===== src/rtl/chd_pkg.sv =====
// Shared types and constants for the chunked transfer decoder.
// No dependencies; chd_core, chd_outq and the top level import this package, as do the test files.
package chd_pkg;

  // Default width of the chunk size accumulator and payload counter.
  localparam int unsigned SIZE_BITS_DEF = 32;

  // Result queue depth. Keep a power of two so the pointers wrap freely.
  localparam int unsigned OQ_DEPTH = 4;
  localparam int unsigned OQ_PTR_W = $clog2(OQ_DEPTH);
  localparam int unsigned OQ_CNT_W = $clog2(OQ_DEPTH + 1);

  // Characters the size line parser looks for.
  localparam logic [7:0] CH_LF    = 8'h0A;
  localparam logic [7:0] CH_CR    = 8'h0D;
  localparam logic [7:0] CH_SPACE = 8'h20;
  localparam logic [7:0] CH_TAB   = 8'h09;

  typedef enum logic {
    KIND_DATA   = 1'b0,
    KIND_STATUS = 1'b1
  } kind_e;

  typedef enum logic [1:0] {
    ST_TERM    = 2'd0,
    ST_NO_ZERO = 2'd1,
    ST_TRUNC   = 2'd2,
    ST_WIDE    = 2'd3
  } status_e;

  typedef struct packed {
    kind_e      kind;
    logic [7:0] data;
    status_e    status;
  } result_t;

  // Results one accepted transfer produces: count 0..2, first entry in e0.
  typedef struct packed {
    logic [1:0] n;
    result_t    e0;
    result_t    e1;
  } push_t;

endpackage


===== src/rtl/chd_in_if.sv =====
// Input channel of the chunked transfer decoder: one encoded body byte per transfer.
// Depends on nothing.
interface chd_in_if;
  logic       valid;
  logic       ready;
  logic [7:0] in_byte;
  logic       in_last;

  modport source (output valid, output in_byte, output in_last, input ready);
  modport sink   (input valid, input in_byte, input in_last, output ready);
endinterface


===== src/rtl/chd_out_if.sv =====
// Result channel of the chunked transfer decoder: one payload byte or status per transfer.
// Depends on nothing.
interface chd_out_if;
  logic       valid;
  logic       ready;
  logic       out_kind;
  logic [7:0] out_byte;
  logic [1:0] out_status;

  modport source (output valid, output out_kind, output out_byte, output out_status,
                  input ready);
  modport sink   (input valid, input out_kind, input out_byte, input out_status,
                  output ready);
endinterface


===== src/rtl/chd_core.sv =====
// Parser state and per-byte next-state logic of the chunked transfer decoder.
// Depends on chd_pkg.
module chd_core
  import chd_pkg::*;
#(
  parameter int unsigned SIZE_BITS = SIZE_BITS_DEF
) (
  input  logic       clk_i,
  input  logic       rst_ni,
  input  logic       accept_i,
  input  logic [7:0] byte_i,
  input  logic       last_i,
  output push_t      push_o
);

  typedef enum logic [6:0] {
    PH_LEAD   = 7'b0000001,
    PH_DIGITS = 7'b0000010,
    PH_REST   = 7'b0000100,
    PH_DATA   = 7'b0001000,
    PH_CR     = 7'b0010000,
    PH_LF     = 7'b0100000,
    PH_DONE   = 7'b1000000
  } phase_e;

  phase_e               phase_q, phase_d;
  logic [SIZE_BITS-1:0] acc_q, acc_d;
  logic [SIZE_BITS-1:0] left_q, left_d;
  logic                 seen_q, seen_d;
  logic                 wide_q, wide_d;

  logic                 taken;
  logic                 pay_v;
  logic                 hex_v;
  logic [3:0]           hex_n;
  status_e              st;
  result_t              pay_r, stat_r;

  // Hex digit decode: 0-9, a-f, A-F.
  always_comb begin
    hex_v = 1'b0;
    hex_n = 4'd0;
    if (byte_i >= 8'h30 && byte_i <= 8'h39) begin
      hex_v = 1'b1;
      hex_n = 4'(byte_i - 8'h30);
    end else if (byte_i >= 8'h61 && byte_i <= 8'h66) begin
      hex_v = 1'b1;
      hex_n = 4'(byte_i - 8'h57);
    end else if (byte_i >= 8'h41 && byte_i <= 8'h46) begin
      hex_v = 1'b1;
      hex_n = 4'(byte_i - 8'h37);
    end
  end

  always_comb begin
    phase_d = phase_q;
    acc_d   = acc_q;
    left_d  = left_q;
    seen_d  = seen_q;
    wide_d  = wide_q;
    taken   = 1'b0;
    pay_v   = 1'b0;

    // Payload bytes pass straight through; a finished body swallows bytes.
    if (phase_q == PH_DATA) begin
      pay_v  = 1'b1;
      left_d = left_q - SIZE_BITS'(1);
      if (left_q == SIZE_BITS'(1)) phase_d = PH_CR;
      taken  = 1'b1;
    end else if (phase_q == PH_DONE) begin
      taken = 1'b1;
    end

    // Optional CR then optional LF after a chunk; anything else falls through.
    if (!taken && phase_d == PH_CR) begin
      if (byte_i == CH_CR) begin
        phase_d = PH_LF;
        taken   = 1'b1;
      end else if (byte_i == CH_LF) begin
        phase_d = PH_LEAD;
        taken   = 1'b1;
      end else begin
        phase_d = PH_LEAD;
      end
    end
    if (!taken && phase_d == PH_LF) begin
      phase_d = PH_LEAD;
      if (byte_i == CH_LF) taken = 1'b1;
    end

    // Size line parsing.
    if (!taken) begin
      if (byte_i == CH_LF) begin
        if (seen_d && acc_d != '0) begin
          left_d  = acc_d;
          phase_d = PH_DATA;
        end else begin
          phase_d = PH_DONE;
        end
        acc_d  = '0;
        seen_d = 1'b0;
      end else if ((phase_d == PH_LEAD || phase_d == PH_DIGITS) && hex_v) begin
        if (acc_d[SIZE_BITS-1 -: 4] != 4'd0) begin
          wide_d  = 1'b1;
          phase_d = PH_DONE;
        end else begin
          acc_d   = {acc_d[SIZE_BITS-5:0], hex_n};
          seen_d  = 1'b1;
          phase_d = PH_DIGITS;
        end
      end else if (phase_d == PH_LEAD && (byte_i == CH_SPACE || byte_i == CH_TAB)) begin
        phase_d = PH_LEAD;
      end else begin
        phase_d = PH_REST;
      end
    end

    // Body end status, taken from the state after this byte.
    priority if (wide_d)         st = ST_WIDE;
    else if (phase_d == PH_DONE) st = ST_TERM;
    else if (phase_d == PH_DATA) st = ST_TRUNC;
    else                         st = ST_NO_ZERO;

    // The final byte returns the parser to its reset state.
    if (last_i) begin
      phase_d = PH_LEAD;
      acc_d   = '0;
      left_d  = '0;
      seen_d  = 1'b0;
      wide_d  = 1'b0;
    end
  end

  always_comb begin
    pay_r  = '{kind: KIND_DATA,   data: byte_i, status: ST_TERM};
    stat_r = '{kind: KIND_STATUS, data: 8'h00,  status: st};
    push_o.n  = accept_i ? (2'(pay_v) + 2'(last_i)) : 2'd0;
    push_o.e0 = pay_v ? pay_r : stat_r;
    push_o.e1 = stat_r;
  end

  always_ff @(posedge clk_i or negedge rst_ni) begin
    if (!rst_ni) begin
      phase_q <= PH_LEAD;
      acc_q   <= '0;
      left_q  <= '0;
      seen_q  <= 1'b0;
      wide_q  <= 1'b0;
    end else if (accept_i) begin
      phase_q <= phase_d;
      acc_q   <= acc_d;
      left_q  <= left_d;
      seen_q  <= seen_d;
      wide_q  <= wide_d;
    end
  end

endmodule


===== src/rtl/chd_outq.sv =====
// Result queue: takes up to two results per cycle, hands out one per transfer.
// Depends on chd_pkg.
module chd_outq
  import chd_pkg::*;
(
  input  logic    clk_i,
  input  logic    rst_ni,
  input  push_t   push_i,
  output logic    space_o,
  output logic    valid_o,
  input  logic    ready_i,
  output result_t head_o
);

  result_t              mem_q [OQ_DEPTH];
  logic [OQ_PTR_W-1:0]  wr_q, wr_d, rd_q, rd_d;
  logic [OQ_CNT_W-1:0]  cnt_q, cnt_d;
  logic                 pop;

  assign valid_o = (cnt_q != '0);
  assign pop     = valid_o && ready_i;
  assign head_o  = mem_q[rd_q];
  // Room for the worst case of two results from one transfer.
  assign space_o = (cnt_q <= OQ_CNT_W'(OQ_DEPTH - 2));

  always_comb begin
    wr_d  = wr_q + OQ_PTR_W'(push_i.n);
    rd_d  = rd_q + OQ_PTR_W'(pop);
    cnt_d = cnt_q + OQ_CNT_W'(push_i.n) - OQ_CNT_W'(pop);
  end

  always_ff @(posedge clk_i) begin
    if (push_i.n != 2'd0) mem_q[wr_q] <= push_i.e0;
    if (push_i.n == 2'd2) mem_q[wr_q + OQ_PTR_W'(1)] <= push_i.e1;
  end

  always_ff @(posedge clk_i or negedge rst_ni) begin
    if (!rst_ni) begin
      wr_q  <= '0;
      rd_q  <= '0;
      cnt_q <= '0;
    end else begin
      wr_q  <= wr_d;
      rd_q  <= rd_d;
      cnt_q <= cnt_d;
    end
  end

endmodule


===== src/rtl/chunked_transfer_decoder.sv =====
// Chunked transfer decoder, top level.
// Depends on chd_pkg, chd_in_if, chd_out_if, chd_core and chd_outq.
//
// Usage:
//   in_ch_i carries one byte of a chunk-encoded body per transfer, with
//   in_last set on the final byte of the body. out_ch_o carries results:
//   payload bytes (out_kind 0) in order, and after the final byte one status
//   result (out_kind 1) whose out_status tells how the body ended.
// Timing: each result is registered in the result queue and reaches out_ch_o
//   at the earliest in the cycle after the transfer that caused it.
// Throughput: one input byte per cycle while the queue has room. The parser
//   state updates in the cycle of the transfer, so consecutive bytes need no
//   gap. The final byte of a body may yield a payload byte and a status, two
//   results; the four-entry result queue drains one per cycle while out_ch_o is ready.
// Stalls: the queue keeps accepting input while results wait, and drops ready
//   on in_ch_i only when fewer than two entries are free.
// Reset: rst_ni clears the parser to the start of a size line and empties the
//   queue. After each final byte the parser returns to the same state by itself.
module chunked_transfer_decoder
  import chd_pkg::*;
#(
  parameter int unsigned SIZE_BITS = SIZE_BITS_DEF
) (
  input  logic      clk_i,
  input  logic      rst_ni,
  chd_in_if.sink    in_ch_i,
  chd_out_if.source out_ch_o
);

  logic    accept;
  logic    space;
  push_t   push;
  result_t head;

  // Accept a transfer only when the queue can hold both possible results.
  assign in_ch_i.ready = space;
  assign accept        = in_ch_i.valid && space;

  chd_core #(
    .SIZE_BITS (SIZE_BITS)
  ) u_core (
    .clk_i    (clk_i),
    .rst_ni   (rst_ni),
    .accept_i (accept),
    .byte_i   (in_ch_i.in_byte),
    .last_i   (in_ch_i.in_last),
    .push_o   (push)
  );

  chd_outq u_outq (
    .clk_i   (clk_i),
    .rst_ni  (rst_ni),
    .push_i  (push),
    .space_o (space),
    .valid_o (out_ch_o.valid),
    .ready_i (out_ch_o.ready),
    .head_o  (head)
  );

  // Drive the result fields from the queue head.
  assign out_ch_o.out_kind   = head.kind;
  assign out_ch_o.out_byte   = head.data;
  assign out_ch_o.out_status = head.status;

endmodule


===== src/flat_wrapper.sv =====
// flat-port wrapper written by rule: the top's interface ports become plain ports
module chunked_transfer_decoder_flat import chd_pkg::*;
#(
  parameter int unsigned SIZE_BITS = SIZE_BITS_DEF
)
  (clk_i, rst_ni, in_ch_i_valid, in_ch_i_in_byte, in_ch_i_in_last, in_ch_i_ready, out_ch_o_valid, out_ch_o_out_kind, out_ch_o_out_byte, out_ch_o_out_status, out_ch_o_ready);
  chd_in_if in_ch_i_i ();
  chd_out_if out_ch_o_i ();
  input  logic clk_i;
  input  logic rst_ni;
  input wire logic [$bits(in_ch_i_i.valid)-1:0] in_ch_i_valid;
  input wire logic [$bits(in_ch_i_i.in_byte)-1:0] in_ch_i_in_byte;
  input wire logic [$bits(in_ch_i_i.in_last)-1:0] in_ch_i_in_last;
  output wire logic [$bits(in_ch_i_i.ready)-1:0] in_ch_i_ready;
  output wire logic [$bits(out_ch_o_i.valid)-1:0] out_ch_o_valid;
  output wire logic [$bits(out_ch_o_i.out_kind)-1:0] out_ch_o_out_kind;
  output wire logic [$bits(out_ch_o_i.out_byte)-1:0] out_ch_o_out_byte;
  output wire logic [$bits(out_ch_o_i.out_status)-1:0] out_ch_o_out_status;
  input wire logic [$bits(out_ch_o_i.ready)-1:0] out_ch_o_ready;
  assign in_ch_i_i.valid = in_ch_i_valid;
  assign in_ch_i_i.in_byte = in_ch_i_in_byte;
  assign in_ch_i_i.in_last = in_ch_i_in_last;
  assign in_ch_i_ready = in_ch_i_i.ready;
  assign out_ch_o_valid = out_ch_o_i.valid;
  assign out_ch_o_out_kind = out_ch_o_i.out_kind;
  assign out_ch_o_out_byte = out_ch_o_i.out_byte;
  assign out_ch_o_out_status = out_ch_o_i.out_status;
  assign out_ch_o_i.ready = out_ch_o_ready;
  chunked_transfer_decoder #(.SIZE_BITS(SIZE_BITS)) u_core (.clk_i(clk_i), .rst_ni(rst_ni), .in_ch_i(in_ch_i_i), .out_ch_o(out_ch_o_i));
endmodule

===== config.mk =====
export PLATFORM = sky130hd
export DESIGN_NAME = chunked_transfer_decoder_flat
export DESIGN_NICKNAME = d
export VERILOG_FILES = /design/src/rtl/chd_pkg.sv /design/src/rtl/chd_in_if.sv /design/src/rtl/chd_out_if.sv /design/src/rtl/chd_core.sv /design/src/rtl/chd_outq.sv /design/src/rtl/chunked_transfer_decoder.sv /design/src/flat_wrapper.sv
export SDC_FILE = /design/constraint.sdc
export NUM_CORES = 1
export LEC_CHECK = 0
export BUFFER_PORTS_ARGS = -buffer_cell sky130_fd_sc_hd__buf_2
export CAP_MARGIN = 40
export CORE_ASPECT_RATIO = 0.75
export CORE_MARGIN = 2
export CORE_UTILIZATION = 43
export CTS_BUF_LIST = sky130_fd_sc_hd__clkbuf_8 sky130_fd_sc_hd__clkbuf_16
export DETAILED_ROUTE_END_ITERATION = 16
export MAX_ROUTING_LAYER = met4
export PLACE_DENSITY = 0.56
export SLEW_MARGIN = 20
export SYNTH_ARGS = -nofsm -noshare
export SYNTH_HDL_FRONTEND = slang
export SYNTH_HIERARCHICAL = 1
export SYNTH_SLANG_ARGS = --single-unit

===== constraint.sdc =====
create_clock -name clk_i -period 3.5 [get_ports clk_i]
set_clock_uncertainty 0.2 [all_clocks]
set_input_delay 0.525 -clock clk_i [delete_from_list [all_inputs] [get_ports clk_i]]
set_output_delay 0.525 -clock clk_i [all_outputs]
set_load 0.005 [all_outputs]

==> results list <==
* Peak fanout along the critical path: 7
- Pin count of the biggest net entering global routing: 38
- The H-tree generated during clock tree synthesis spans 4 levels.
- Number of buffer cells added on primary ports: 25
* Power density over the cells: between 500 and 600 nW/um^2
- Final Max Tran Viols: 0
- Hold_sp: out_ch_o_ready
- Net switching power of the design: 1.22 mW
- Total power consumption of the routed design: 4.23 mW
* Number of cell instances on the worst register-to-register path: 7
* Synthesized instance count: 606
- For the worst setup path, the data required time is 3.47 ns.
- Leakage power of the design: 3.27 nW
- Yosys printed 6 warnings.
- CTS root buf: sky130_fd_sc_hd__clkbuf_16
- For this run, design rule violations remaining after detail routing come to 0.
- Horizontal extent of the die: 150 um
- Fin nets: 672
* Sequential area share after synthesis: 0.483
- Summed over all nets, the half-perimeter wirelength after detailed placement is 11.5 mm.
* Worst vdd rail ir drop: 0.000363 V
* Wire length of the first global-routing pass: 28.1 mm
* Number of cells after detailed placement: around 840
* Final min period: 3.26 ns
- Setup repair after global routing left no endpoint under its margin.
* Critical Path End Type: register
- The initial antenna violation count came to 0.
* Result of the run: complete, no violations
- Measured against its own limit, the worst slew margin works out to 0.552.
* Die Area: 17100 um^2
- Pint: between 3 and 4 mW
- Post-CTS setup buffer count: 0
* Setup crit start kind: register
- Setup TNS Final: 0 ns
- In this run the remaining antenna-violating nets after routing total 0.
* Antenna cells: 0
* Initial Utilization: 0.435
* Dominant register cell in the synthesized netlist: sky130_fd_sc_hd__dfrtp_1
- The longest clock path from root to sink contains 2 buffers.
- Launch point of the worst reg-to-reg path: u_core/u_core/left_q[16]
- In this run the mean area of a mapped cell was between 10 and 15 um^2.
- Overall via count from detail_route: 5156
- The share of total power dissipated in the clock network is 0.386.
- Setup violations remaining at the end of the flow were counted as 0.
- DRC marker count from the first detailed-route iteration: 527
- Across the run, the number of max-cap violations was 0.
* Final hold slack: 0.220 ns
* Class of the worst hold path: in2reg
* Most frequent standard cell in the layout excluding fill and tap cells: sky130_fd_sc_hd__dfrtp_1
* Worst setup slack for register-to-register paths: 0.24 ns
* DRT Pass-1 Iters: 6
- Maximum achievable frequency: about 310 MHz
* TritonCTS Buffers: 17
- Clock-pin slew was measured on the worst setup and hold paths at 0.06 ns.
* Distinct cells, synth: 73
- EDFF count, synth: 44
* Reg-to-reg critical path endpoint: u_core/u_outq/mem_q[0][1]
- Average wire length per cell after detail routing: 19.7 um
* Relative contribution of sequential cells to total power: 0.415
* Fraction of registers with async set or reset after synthesis: 0.645
* Layout-stage area growth over the synthesis result: 14.6%
* Comb power frac: 0.199
- TritonCTS built the clock tree.
- Fraction of power spent switching nets: 0.289
* Commonest cells after routing, fill and taps aside: 79 x sky130_fd_sc_hd__dfrtp_1, 55 x sky130_fd_sc_hd__o21ai_0, 44 x sky130_fd_sc_hd__edfxtp_1
- Area of the mapped netlist: between 6000 and 7000 um^2
- Clock tree synthesis found a total of between 100 and 150 sinks.
- Routed Wire Length: 17.2 mm
- Fill cells in the final layout number 1471.
- Hold buffer count at CTS: 1
- At the pin with the least slew margin, the transition time is approximately 0.67 ns.
* Vias in the first global route: 5044
- Fraction of layout instances using a drive strength above 1: 0.259
- The initialized floorplan defines 40 standard-cell rows.
* GRT Residual Overflow: 0
* Hold Path Cell Cnt: 3
- At the worst endpoint, the arrival time is between 3 and 4 ns.
* Final GP Congestion: ~0.88
- Final-report hold violation count: 0
* Boundary Pins: 26
- The floorplan step set the die height to 114 um.
* Area inside the core boundary: 15800 um^2
- The setup path with the least slack is of type reg2reg.
- For this run, the total global-route usage over all layers was measured as 0.222.
- In the routed layout, each cell is associated on average with a via count of between 5 and 6.
- Share of the clock period used by the worst path after layout: 0.931
* Hold endpoint: u_core/u_outq/rd_q[0]
- Core occupancy in the finished layout: 0.499
- The number of gates resized after CTS was 0.
- Cell Count, Final, Fillers Out: between 800 and 900
- Total of flip-flops plus latches after synthesis: 124
* Worst skew pair latency: 0.42 ns
-- Yosys cell counts, types with 11 or more instances --
cell type,count,area [um^2]
sky130_fd_sc_hd__clkbuf_1,18,67.6
sky130_fd_sc_hd__inv_1,22,82.6
sky130_fd_sc_hd__a21oi_1,27,135
sky130_fd_sc_hd__a22o_1,35,307
sky130_fd_sc_hd__edfxtp_1,44,1320
sky130_fd_sc_hd__a22oi_1,15,113
sky130_fd_sc_hd__buf_4,13,97.6
sky130_fd_sc_hd__nor3_1,23,115
sky130_fd_sc_hd__nand2_1,26,97.6
sky130_fd_sc_hd__mux4_2,11,248
sky130_fd_sc_hd__o21ai_0,55,275
sky130_fd_sc_hd__ha_1,11,138
sky130_fd_sc_hd__dfrtp_1,79,1980
sky130_fd_sc_hd__nor2_1,31,116
sky130_fd_sc_hd__nor4_1,17,106
sky130_fd_sc_hd__mux2_2,25,282
sky130_fd_sc_hd__mux2_4,21,315
-- layer usage --
layer	wire, um	GRT usage	vias to the layer above
met5	0	-	-
met4	242	0.0616	0
met3	1120	0.0536	18
met2	7260	0.296	180
met1	8550	0.332	2579
li1	-	-	2379
-- power by group through the flow --
stage,logic [mW],registers [mW],clock network [mW]
after floorplan,0.588,1.70,0
after global placement,0.762,1.81,0
after detailed placement,0.781,1.82,0
after CTS,0.787,1.79,1.67
after global routing,0.926,1.77,1.73
final,0.840,1.75,1.63
-- through the flow --
step | instance area, um^2 | setup WS (ns)
finish | 7890 | 0.241
global route | 7890 | 0.132
CTS | 7860 | 0.269
detailed placement | 7300 | 0.142
global placement | 7300 | 0.213
floorplan | 6910 | 0.335
-- cells by family after synthesis --
family          Yosys count  synth area share
compound gates          175             0.171
simple gates            158             0.134
flops                   124             0.483
buf+inv                  68            0.0525
mux                      59             0.126
fa+ha+maj                12            0.0229
xor+xnor                  8            0.0102
other cells               2           0.00109
-- state kept, by name (all words and copies together), names as in the netlist --
name                   flops
u_core/u_outq/cnt_q        3
u_core/u_core/seen_q       1
u_core/u_outq/wr_q         2
u_core/u_core/acc_q       32
u_core/u_core/phase_q      7
u_core/u_outq/rd_q         2
u_core/u_core/left_q      32
u_core/u_outq/mem_q       44
u_core/u_core/wide_q       1
-- layout make-up --
class | instances | area, um^2 | share of cell area
repair buffers | 60 | 404 | 0.0512
inverters | 23 | 86.3 | 0.0109
multi-input cells | 421 | 3260 | 0.413
clock inverters | 10 | 50.0 | 0.00634
flip-flops and latches | 124 | 3320 | 0.421
clock buffers | 22 | 505 | 0.0641
well taps | 210 | 263 | 0.0333
-- worst max-delay path by stage --
stage,to,cells after the start,startpoint
after floorplan,u_core/u_outq/mem_q[0][0],7,u_core/u_outq/cnt_q[1]
after global placement,u_core/u_outq/mem_q[3][1],10,in_ch_i_in_byte[1]
after detailed placement,u_core/u_outq/mem_q[3][1],10,in_ch_i_in_byte[1]
after CTS,u_core/u_outq/mem_q[0][1],7,u_core/u_core/left_q[16]
after global routing,u_core/u_outq/mem_q[2][1],7,u_core/u_core/left_q[16]
final,u_core/u_outq/mem_q[0][1],7,u_core/u_core/left_q[16]
-- worst max-delay path, stage by stage (launching register included) --
cell and delay (ns):
sky130_fd_sc_hd__dfrtp_1 0.45, sky130_fd_sc_hd__or4_1 0.52, sky130_fd_sc_hd__or3_4 0.42, sky130_fd_sc_hd__nor4_2 0.30, sky130_fd_sc_hd__nor3b_1 0.11, sky130_fd_sc_hd__or4_4 0.52
sky130_fd_sc_hd__and2_1 0.21, sky130_fd_sc_hd__mux2_2 0.27
Power figures use the tool's default switching activity.
